**src/rtl/aprr_pkg.sv**
```systemverilog
package aprr_pkg;

    localparam int ADDR_W_DEFAULT = 64;

    localparam logic [31:0] MASK_BBL    = 32'h7C00_0000;
    localparam logic [31:0] PAT_BBL     = 32'h1400_0000;
    localparam logic [31:0] MASK_BCOND  = 32'hFF00_0010;
    localparam logic [31:0] PAT_BCOND   = 32'h5400_0000;
    localparam logic [31:0] MASK_CBTB   = 32'h7E00_0000;
    localparam logic [31:0] PAT_CB      = 32'h3400_0000;
    localparam logic [31:0] PAT_TB      = 32'h3600_0000;
    localparam logic [31:0] MASK_ADR    = 32'h1F00_0000;
    localparam logic [31:0] PAT_ADR     = 32'h1000_0000;
    localparam logic [31:0] MASK_LDRLIT = 32'h3F00_0000;
    localparam logic [31:0] PAT_LDRLIT  = 32'h1800_0000;

    typedef enum logic [2:0] {
        CLS_OTHER  = 3'd0,
        CLS_BBL    = 3'd1,
        CLS_BCOND  = 3'd2,
        CLS_CB     = 3'd3,
        CLS_TB     = 3'd4,
        CLS_ADR    = 3'd5,
        CLS_ADRP   = 3'd6,
        CLS_LDRLIT = 3'd7
    } t_insn_class;

    typedef struct packed {
        t_insn_class cls;
        logic [63:0] imm;
        logic [63:0] src;
        logic [63:0] dst;
    } t_dec;

endpackage

```
**src/rtl/aprr_if.sv**
```systemverilog
interface aprr_in_if;
    logic        valid;
    logic        ready;
    logic [31:0] instr_word;
    logic [63:0] source_address;
    logic [63:0] dest_address;

    modport source (output valid, output instr_word, output source_address,
                    output dest_address, input ready);
    modport sink   (input valid, input instr_word, input source_address,
                    input dest_address, output ready);
endinterface

interface aprr_out_if;
    logic        valid;
    logic        ready;
    logic [31:0] relocated_word;
    logic        relocation_ok;
    logic [2:0]  insn_class;

    modport source (output valid, output relocated_word, output relocation_ok,
                    output insn_class, input ready);
    modport sink   (input valid, input relocated_word, input relocation_ok,
                    input insn_class, output ready);
endinterface

```
**src/rtl/aprr_decode.sv**
```systemverilog
module aprr_decode (
    input  logic [31:0]   i_word,
    input  logic [63:0]   i_src,
    input  logic [63:0]   i_dst,
    output aprr_pkg::t_dec o_dec
);
    import aprr_pkg::*;

    t_insn_class cls;

    always_comb begin
        if ((i_word & MASK_BBL) == PAT_BBL) begin
            cls = CLS_BBL;
        end else if ((i_word & MASK_BCOND) == PAT_BCOND) begin
            cls = CLS_BCOND;
        end else if ((i_word & MASK_CBTB) == PAT_CB) begin
            cls = CLS_CB;
        end else if ((i_word & MASK_CBTB) == PAT_TB) begin
            cls = CLS_TB;
        end else if ((i_word & MASK_ADR) == PAT_ADR) begin
            cls = i_word[31] ? CLS_ADRP : CLS_ADR;
        end else if ((i_word & MASK_LDRLIT) == PAT_LDRLIT) begin
            cls = CLS_LDRLIT;
        end else begin
            cls = CLS_OTHER;
        end
    end

    always_comb begin
        o_dec.cls = cls;
        case (cls)
            CLS_BBL:
                o_dec.imm = {{36{i_word[25]}}, i_word[25:0], 2'b00};
            CLS_BCOND, CLS_CB, CLS_LDRLIT:
                o_dec.imm = {{43{i_word[23]}}, i_word[23:5], 2'b00};
            CLS_TB:
                o_dec.imm = {{48{i_word[18]}}, i_word[18:5], 2'b00};
            CLS_ADR:
                o_dec.imm = {{43{i_word[23]}}, i_word[23:5], i_word[30:29]};
            CLS_ADRP:
                o_dec.imm = {{31{i_word[23]}}, i_word[23:5], i_word[30:29], 12'h000};
            default:
                o_dec.imm = '0;
        endcase
        if (cls == CLS_ADRP) begin
            o_dec.src = {i_src[63:12], 12'h000};
            o_dec.dst = {i_dst[63:12], 12'h000};
        end else begin
            o_dec.src = {i_src[63:2], 2'b00};
            o_dec.dst = {i_dst[63:2], 2'b00};
        end
    end

endmodule

```
**src/rtl/aarch64_pc_relative_relocator.sv**
```systemverilog
// Throughput: one word per cycle while the output is not stalled; four register
// stages (decode, target add, offset subtract, range check and field insert),
// each with its own valid bit, carry a word in that order to the output.
// A stalled output holds valid stages in place without loss; bubbles fill.
// Reset (synchronous, active low) clears all valid bits; payloads are not reset.
module aarch64_pc_relative_relocator #(
    parameter int ADDRESS_WIDTH = aprr_pkg::ADDR_W_DEFAULT
) (
    input  logic      i_clk,
    input  logic      i_rst_n,
    aprr_in_if.sink   i_in,
    aprr_out_if.source o_out
);
    import aprr_pkg::*;

    localparam int AW = ADDRESS_WIDTH;

    t_dec dec;

    logic en1, en2, en3, en4;

    logic          r1_valid, r2_valid, r3_valid, r4_valid;
    logic [31:0]   r1_word, r2_word, r3_word, r4_word;
    t_insn_class   r1_cls, r2_cls, r3_cls, r4_cls;
    logic [AW-1:0] r1_imm, r1_src, r1_dst;
    logic [AW-1:0] r2_target, r2_dst;
    logic [AW-1:0] r3_off;
    logic          r4_ok;

    logic [31:0]   n_word;
    logic          n_ok;
    logic [63:0]   off64;
    logic [AW-1:0] hi_b, hi_19, hi_tb, hi_adrp;
    logic          fit_b, fit_19, fit_tb, fit_adrp;

    aprr_decode u_decode (
        .i_word (i_in.instr_word),
        .i_src  (i_in.source_address),
        .i_dst  (i_in.dest_address),
        .o_dec  (dec)
    );

    assign en4 = !r4_valid || o_out.ready;
    assign en3 = !r3_valid || en4;
    assign en2 = !r2_valid || en3;
    assign en1 = !r1_valid || en2;
    assign i_in.ready = en1;

    always_ff @(posedge i_clk) begin
        if (!i_rst_n) begin
            r1_valid <= 1'b0;
            r2_valid <= 1'b0;
            r3_valid <= 1'b0;
            r4_valid <= 1'b0;
        end else begin
            if (en1) r1_valid <= i_in.valid;
            if (en2) r2_valid <= r1_valid;
            if (en3) r3_valid <= r2_valid;
            if (en4) r4_valid <= r3_valid;
        end
    end

    always_ff @(posedge i_clk) begin
        if (en1) begin
            r1_word <= i_in.instr_word;
            r1_cls  <= dec.cls;
            r1_imm  <= dec.imm[AW-1:0];
            r1_src  <= dec.src[AW-1:0];
            r1_dst  <= dec.dst[AW-1:0];
        end
        if (en2) begin
            r2_word   <= r1_word;
            r2_cls    <= r1_cls;
            r2_target <= r1_src + r1_imm;
            r2_dst    <= r1_dst;
        end
        if (en3) begin
            r3_word <= r2_word;
            r3_cls  <= r2_cls;
            r3_off  <= r2_target - r2_dst;
        end
        if (en4) begin
            r4_word <= n_word;
            r4_ok   <= n_ok;
            r4_cls  <= r3_cls;
        end
    end

    // the offset fits when every bit above the field's sign bit matches it
    assign hi_b    = $signed(r3_off) >>> 27;
    assign hi_19   = $signed(r3_off) >>> 20;
    assign hi_tb   = $signed(r3_off) >>> 15;
    assign hi_adrp = $signed(r3_off) >>> 32;
    assign fit_b    = (hi_b == '0) || (hi_b == '1);
    assign fit_19   = (hi_19 == '0) || (hi_19 == '1);
    assign fit_tb   = (hi_tb == '0) || (hi_tb == '1);
    assign fit_adrp = (hi_adrp == '0) || (hi_adrp == '1);
    assign off64    = 64'(r3_off);

    always_comb begin
        n_word = r3_word;
        n_ok   = 1'b1;
        case (r3_cls)
            CLS_BBL: begin
                n_ok = fit_b;
                if (fit_b) n_word[25:0] = off64[27:2];
            end
            CLS_BCOND, CLS_CB, CLS_LDRLIT: begin
                n_ok = fit_19;
                if (fit_19) n_word[23:5] = off64[20:2];
            end
            CLS_TB: begin
                n_ok = fit_tb;
                if (fit_tb) n_word[18:5] = off64[15:2];
            end
            CLS_ADR: begin
                n_ok = fit_19;
                if (fit_19) begin
                    n_word[30:29] = off64[1:0];
                    n_word[23:5]  = off64[20:2];
                end
            end
            CLS_ADRP: begin
                n_ok = fit_adrp;
                if (fit_adrp) begin
                    n_word[30:29] = off64[13:12];
                    n_word[23:5]  = off64[32:14];
                end
            end
            default: begin
                n_ok = 1'b1;
            end
        endcase
    end

    assign o_out.valid          = r4_valid;
    assign o_out.relocated_word = r4_word;
    assign o_out.relocation_ok  = r4_ok;
    assign o_out.insn_class     = r4_cls;

    a_other_ok: assert property (@(posedge i_clk) disable iff (!i_rst_n)
        (o_out.valid && r4_cls == CLS_OTHER) |-> o_out.relocation_ok)
        else $error("plain word flagged as failed");

    a_adrp_kept: assert property (@(posedge i_clk) disable iff (!i_rst_n)
        (o_out.valid && r4_cls == CLS_ADRP) |-> o_out.relocated_word[31])
        else $error("ADRP opcode bit lost in rewrite");

    a_reset_empty: assert property (@(posedge i_clk)
        !i_rst_n |=> !o_out.valid)
        else $error("output valid straight after reset");

endmodule

```
**src/flat_wrapper.sv**
```systemverilog
// flat-port wrapper written by rule: the top's interface ports become plain ports
module aarch64_pc_relative_relocator_flat import aprr_pkg::*;
#(
    parameter int ADDRESS_WIDTH = aprr_pkg::ADDR_W_DEFAULT
)
  (i_clk, i_rst_n, i_in_valid, i_in_instr_word, i_in_source_address, i_in_dest_address, i_in_ready, o_out_valid, o_out_relocated_word, o_out_relocation_ok, o_out_insn_class, o_out_ready);
  aprr_in_if i_in_i ();
  aprr_out_if o_out_i ();
  input  logic i_clk;
  input  logic i_rst_n;
  input wire logic [$bits(i_in_i.valid)-1:0] i_in_valid;
  input wire logic [$bits(i_in_i.instr_word)-1:0] i_in_instr_word;
  input wire logic [$bits(i_in_i.source_address)-1:0] i_in_source_address;
  input wire logic [$bits(i_in_i.dest_address)-1:0] i_in_dest_address;
  output wire logic [$bits(i_in_i.ready)-1:0] i_in_ready;
  output wire logic [$bits(o_out_i.valid)-1:0] o_out_valid;
  output wire logic [$bits(o_out_i.relocated_word)-1:0] o_out_relocated_word;
  output wire logic [$bits(o_out_i.relocation_ok)-1:0] o_out_relocation_ok;
  output wire logic [$bits(o_out_i.insn_class)-1:0] o_out_insn_class;
  input wire logic [$bits(o_out_i.ready)-1:0] o_out_ready;
  assign i_in_i.valid = i_in_valid;
  assign i_in_i.instr_word = i_in_instr_word;
  assign i_in_i.source_address = i_in_source_address;
  assign i_in_i.dest_address = i_in_dest_address;
  assign i_in_ready = i_in_i.ready;
  assign o_out_valid = o_out_i.valid;
  assign o_out_relocated_word = o_out_i.relocated_word;
  assign o_out_relocation_ok = o_out_i.relocation_ok;
  assign o_out_insn_class = o_out_i.insn_class;
  assign o_out_i.ready = o_out_ready;
  aarch64_pc_relative_relocator #(.ADDRESS_WIDTH(ADDRESS_WIDTH)) u_core (.i_clk(i_clk), .i_rst_n(i_rst_n), .i_in(i_in_i), .o_out(o_out_i));
endmodule
```
**config.mk**
```make
export PLATFORM = sky130hd
export DESIGN_NAME = aarch64_pc_relative_relocator_flat
export DESIGN_NICKNAME = d
export VERILOG_FILES = /design/src/rtl/aprr_pkg.sv /design/src/rtl/aprr_if.sv /design/src/rtl/aprr_decode.sv /design/src/rtl/aarch64_pc_relative_relocator.sv /design/src/flat_wrapper.sv
export SDC_FILE = /design/constraint.sdc
export NUM_CORES = 1
export LEC_CHECK = 0
export BUFFER_PORTS_ARGS = -buffer_cell sky130_fd_sc_hd__buf_2
export CAP_MARGIN = 25
export CORE_UTILIZATION = 45
export CTS_CLUSTER_DIAMETER = 30
export DETAILED_ROUTE_END_ITERATION = 10
export SLEW_MARGIN = 20
export SYNTH_ARGS = -nofsm -noshare
export SYNTH_HDL_FRONTEND = slang
export SYNTH_SLANG_ARGS = --single-unit
```
**constraint.sdc**
```tcl
create_clock -name i_clk -period 16.1 [get_ports i_clk]
set_input_delay 1.61 -clock i_clk [delete_from_list [all_inputs] [get_ports i_clk]]
set_output_delay 1.61 -clock i_clk [all_outputs]
set_load 0.01 [all_outputs]
```
# [Yosys cells after proc, flatten, opt, wreduce, memory -nomap -nowiden]
# Cells that the tools add are included.
[classes] eq_ne=24 n_reduce_logical=18 add_sub_neg=2 muxes=20
[op_table] cell="64-bit case mux with 5 select lines" n=1
[op_table] cell="64-bit == test, second input constant" n=4
[op_table] cell="64-bit zero test" n=4
[op_table] cell="64-bit adder" n=1
[op_table] cell="64-bit subtractor" n=1
[op_table] cell="14-bit case mux with 4 select lines" n=1
[op_table] cell="19-bit two-way mux" n=2
[op_table] cell="26-bit two-way mux" n=1
[op_table] cell="3-bit == test, second input constant" n=8
[op_table] cell="6-bit by 5-bit == test with 1-bit output, second input constant" n=3
[op_table] cell="3-bit two-way mux" n=6
[op_table] cell="5-bit case mux with 3 select lines" n=1
[op_table] cell="14-bit two-way mux" n=1
[op_table] cell="3-bit by 2-bit == test with 1-bit output, second input constant" n=4
[op_table] cell="9-bit by 8-bit == test with 1-bit output, second input constant" n=1
[op_table] cell="1-bit logical OR" n=8
[op_table] cell="2-bit two-way mux" n=4
[op_table] cell="3-bit by 1-bit == test with 1-bit output, second input constant" n=2
[op_table] cell="5-bit by 3-bit == test with 1-bit output, second input constant" n=1
[op_table] cell="5-bit == test, second input constant" n=1
[op_table] cell="5-bit two-way mux" n=1
[op_table] cell="1-bit zero test" n=4
[op_table] cell="1-bit case mux with 4 select lines" n=1
[op_table] cell="2-bit case mux with 2 select lines" n=1
[op_table] cell="2 further kinds" n=2
[totals] out_inout_bits=38 word_cells=85 register_bits=529 in_bits=164

# [Longest topological paths before layout]
[depth] word_depth=10 depth_mapped=12

# [Modules after synthesis]
# From an unflattened synthesis, not the netlist that was laid out.
[hier_totals] cells_unflattened=2106 area_unflattened_um2=26335.3
[by_module_without_submodules] mod="aarch64_pc_relative_relocator" cells_per_inst=1818 instances=1 area_per_inst_um2=24334.6
[by_module_without_submodules] mod="aprr_decode" cells_per_inst=288 instances=1 area_per_inst_um2=2000.7

# [Worst setup path before layout]
# OpenSTA, ideal clock, no wires.
[synth_timing] path_kind="input-to-output" from="in o_out_ready" to="out i_in_ready" setup_slack_ns=8.510 n_path_buf=0 path_stages=3 arrival_ns=5.980 cell_sequence="nor2b_1 and3_1 nand2_1"
[synth_via] elab_chain_cells=4
[synth_rtl] element="from (decl)" line="flat_wrapper.sv:20" source="input wire logic [$bits(o_out_i.ready)-1:0] o_out_ready;"
[synth_rtl] element="1-bit logical OR" line="aarch64_pc_relative_relocator.sv:43" source="assign en4 = !r4_valid || o_out.ready;"
[synth_rtl] element="1-bit logical OR" line="aarch64_pc_relative_relocator.sv:44" source="assign en3 = !r3_valid || en4;"
[synth_rtl] element="1-bit logical OR" line="aarch64_pc_relative_relocator.sv:45" source="assign en2 = !r2_valid || en3;"
[synth_rtl] element="1-bit logical OR" line="aarch64_pc_relative_relocator.sv:46" source="assign en1 = !r1_valid || en2;"
[synth_rtl] element="to (decl)" line="flat_wrapper.sv:15" source="output wire logic [$bits(i_in_i.ready)-1:0] i_in_ready;"
# No other way between the ends.

# [Worst setup path in the final report]
# Ends and elaborated chain as after synthesis.

==> flow_summary.yaml <==
worst_setup_path:
  arrival_ns: 3.12
  criticalPathCategory: "input port to primary output"
  cp_num_buf_inv: 2
  crit_top_cell: "buf_2"
  critPathSlowestCell: "and3_1"
  start_kind: "input port"
  critPathRequiredTime_ns: 14.49
  critPathTopFamily: "simple AND/OR/NAND/NOR gates"
  critPathMaxStageDelay_ns: 0.41
  path_max_fanout: 34
  endpoint_kind: "primary output"
  crit_chain: "buf_2, nor2b_1, and3_1, nand2_4, buf_2"
placement:
  dp_hpwl_mm: 47.97
  place_ws_ns: 11.29
  place_congestion: 0.9093
  port_buffers: 197
  place_inst: 2922
clock_tree:
  cts_tree: "done"
  numCtsBuffers: 100
  clock_path_buffers: 3
  post_cts_resized: 0
  cts.sinks: 492
  insertion_delay_ns: 0.65
  path_clk_slew_ns: 0.05
  htree_num_levels: 3
  cts_setup_buffers: 0
  ctsHoldBuffers: 0
  cts_root_buffer: "clkbuf_16"
global_route:
  grt_pass1_wl_mm: 98.94
  grt_remaining_overflow: 0
  grt_pass1_vias: 17010
  grt_start_max_net_pins: 161
  grt_usage_pct: 23.20
  grt_antenna_before_repair: 0
die:
  dieArea_um2: 56450
  die_width_um: 237.6
  start_util_pct: 45.96
  core-area_um2: 54350
  rows: 85
  io_pins: 202
  die_y_um: 237.6
run_status:
  outcome: "finished clean"
route:
  drc: 0
  drtPass1Iterations: 5
  viasPerCell: 5.565
  vias: 17310
  wl_per_cell_um: 20.83
  drt_wl_total_mm: 64.80
  ant_nets: 0
  drtIter0Drc: 1300
flow_run:
  max-cap-violations: 0
sta:
  maxSlewViolCount: 0
  skew_ns: 0.03428
  finalHoldViolCount: 0
  finalCritPeriodShare_pct: 29.37
  fin_tns_setup_ns: 0
  setup_slack_ns: 11.37
  rsz0062_at_grt: "false"
  fmax_mhz: 211.5
  tightest_slew_ns: 1.055
  period_minus_slack_ns: 4.728
  final-setup-viol-count: 0
  relSlewSlack_pct: 29.67
logic_synthesis:
  synth-main-ff-cell: "edfxtp_1"
  synth_area_per_cell_um2: 12.20
  synth_edf_count: 488
  yosysWarnings: 0
  ys_seq_area_share_pct: 58.99
  yosysUniqueCellTypes: 81
  synth_area_um2: 24980
  synth.net_count: 2336
  yosys_register_bits: 492
  synth_cells: 2048
  async_flop_share_pct: 0
pwr:
  powerDensity_nw_per_um2: 143.6
  vdd_ir_drop_max_mv: 0.09001
  totalPowerFinal_uw: 4332
  power.leakage_uw: 0.01244
min_path:
  min_path_type: "register to register"
finish:
  final_nets: 2573
  post-route-util_pct: 55.52
  stdcell_count: 3111
  drive_above_1_share_pct: 17.21
  syn_to_final_growth_pct: 20.80
  fill_cells: 4523
-- sequential cells by signal, summed over array words and instances (netlist names), 3 cells and up --
| register | cells |
|---|---|
| u_core.off64 | 64 |
| u_core.r2_target | 64 |
| u_core.r1_dst | 62 |
| u_core.r1_src | 62 |
| u_core.r2_dst | 62 |
| u_core.r1_imm | 33 |
| u_core.o_out.relocated_word | 32 |
| u_core.r1_word | 32 |
| u_core.r2_word | 32 |
| u_core.r3_word | 32 |
| u_core.o_out.insn_class | 3 |
| u_core.r1_cls | 3 |
| u_core.r2_cls | 3 |
| u_core.r3_cls | 3 |
-- cell families (layout without fill, tap and decap cells) --
family	after synthesis	in the layout	synth area share (%)
AO/OA/AOI/OAI	586	586	15.84
AND/OR/NAND/NOR	482	482	9.453
buffers and inverters	192	515	3.076
multiplexers	62	62	2.515
other	0	1	0
adder cells (fa/ha/maj)	124	124	6.272
XOR/XNOR	110	110	3.857
flip-flops	492	492	58.99
-- worst reg2reg max path, delay by kind of cell, from the launching register on --
kind	cells	cell delay, ns
fa+ha+maj	2	0.45
flops	1	0.36
simple gates	2	0.16
compound gates	7	2.88
buf+inv	1	0.08
-- synthesized netlist by cell type, types with 10 or more instances --
cell type | count | area [um2]
nor2_1 | 109 | 409.1
ha_1 | 122 | 1526
o21ai_1 | 12 | 60.06
o21ai_0 | 81 | 405.4
a221o_1 | 14 | 140.1
and2_1 | 27 | 168.9
nor2b_1 | 20 | 125.1
o21bai_1 | 34 | 255.2
a31oi_1 | 15 | 93.84
nor3_1 | 24 | 120.1
a211oi_1 | 17 | 127.6
inv_1 | 116 | 435.4
o21a_1 | 16 | 120.1
o22ai_1 | 11 | 68.82
o22a_1 | 13 | 113.9
mux2i_1 | 56 | 560.5
o211ai_1 | 15 | 112.6
a21o_1 | 79 | 593.1
clkbuf_1 | 64 | 240.2
edfxtp_1 | 488 | 14650
nand2_1 | 144 | 540.5
nand3_1 | 34 | 170.2
nand4_1 | 46 | 287.8
xor2_1 | 32 | 280.3
a21oi_1 | 169 | 845.8
nor4_1 | 19 | 118.9
o32a_1 | 11 | 110.1
nand2b_1 | 19 | 118.9
xnor2_1 | 78 | 683.2
a22o_1 | 10 | 87.58
-- power breakdown --
| group | switching, uW | internal, uW | leakage [uW] |
|---|---|---|---|
| clock | 698 | 1380 | 0.00167 |
| combinational | 345 | 222 | 0.00548 |
| sequential | 104 | 1590 | 0.00528 |
-- final cells by class --
type                       instances  area [um2]  area share (%)
clock inverter                    78       938.4           3.110
timing repair buffer             211        1104           3.657
clock buffer                     110        2540           8.418
inverter                         116       440.4           1.460
tap                              739       924.6           3.064
antenna                            1       2.502        0.008294
multi-input combinational       1364        9489           31.45
sequential                       492       14730           48.83
-- path summary, 6_finish.rpt --
path / cells past startpoint / endpoint / slack [ns] / start
max: 5 / i_in_ready / 11.37 / o_out_ready
min: 0 / u_core.r2_dst[11] / 0.41 / u_core.r1_dst[11]
max reg2reg: 12 / u_core.r2_target[54] / 11.87 / u_core.r1_src[2]
min reg2reg: 0 / u_core.r2_dst[11] / 0.41 / u_core.r1_dst[11]
-- per-stage QoR --
| step | hold slack (ns) | area (um2) |
|---|---|---|
| 6_report | 0.4054 | 30170 |
| 5_1_grt | 0.4028 | 30170 |
| 4_1_cts | 0.4060 | 30170 |
| 3_5_place_dp | 0.4045 | 26690 |
| 3_3_place_gp | 0.4014 | 26690 |
| 2_1_floorplan | 0.4003 | 24980 |
-- cells in the final DEF (no fill, tap or decap), types with 20 or more instances in the layout --
cell type / synthesis / routed
edfxtp_1: 488 / 488
nor2_1: 109 / 109
and2_1: 27 / 27
nand4_1: 46 / 46
xor2_1: 32 / 32
clkbuf_16: 0 / 100
nand2_1: 144 / 142
xnor2_1: 78 / 78
a21o_1: 79 / 79
a21oi_1: 169 / 169
o21ai_0: 81 / 81
nor2b_1: 20 / 20
ha_1: 122 / 122
nor3_1: 24 / 24
mux2i_1: 56 / 56
buf_2: 4 / 197
nand3_1: 34 / 34
inv_1: 116 / 115
o21bai_1: 34 / 34
-- metal layers --
layer  GRT usage [%]  up-vias  part of all wire (%)
met1           35.11     8358                    50
met3           4.401       97                   5.9
met5               0        -                     0
li1                -     8352                     -
met2           32.93      506                    42
met4           8.446        0                   2.4
No activity file was read; power rests on OpenSTA's default activity.
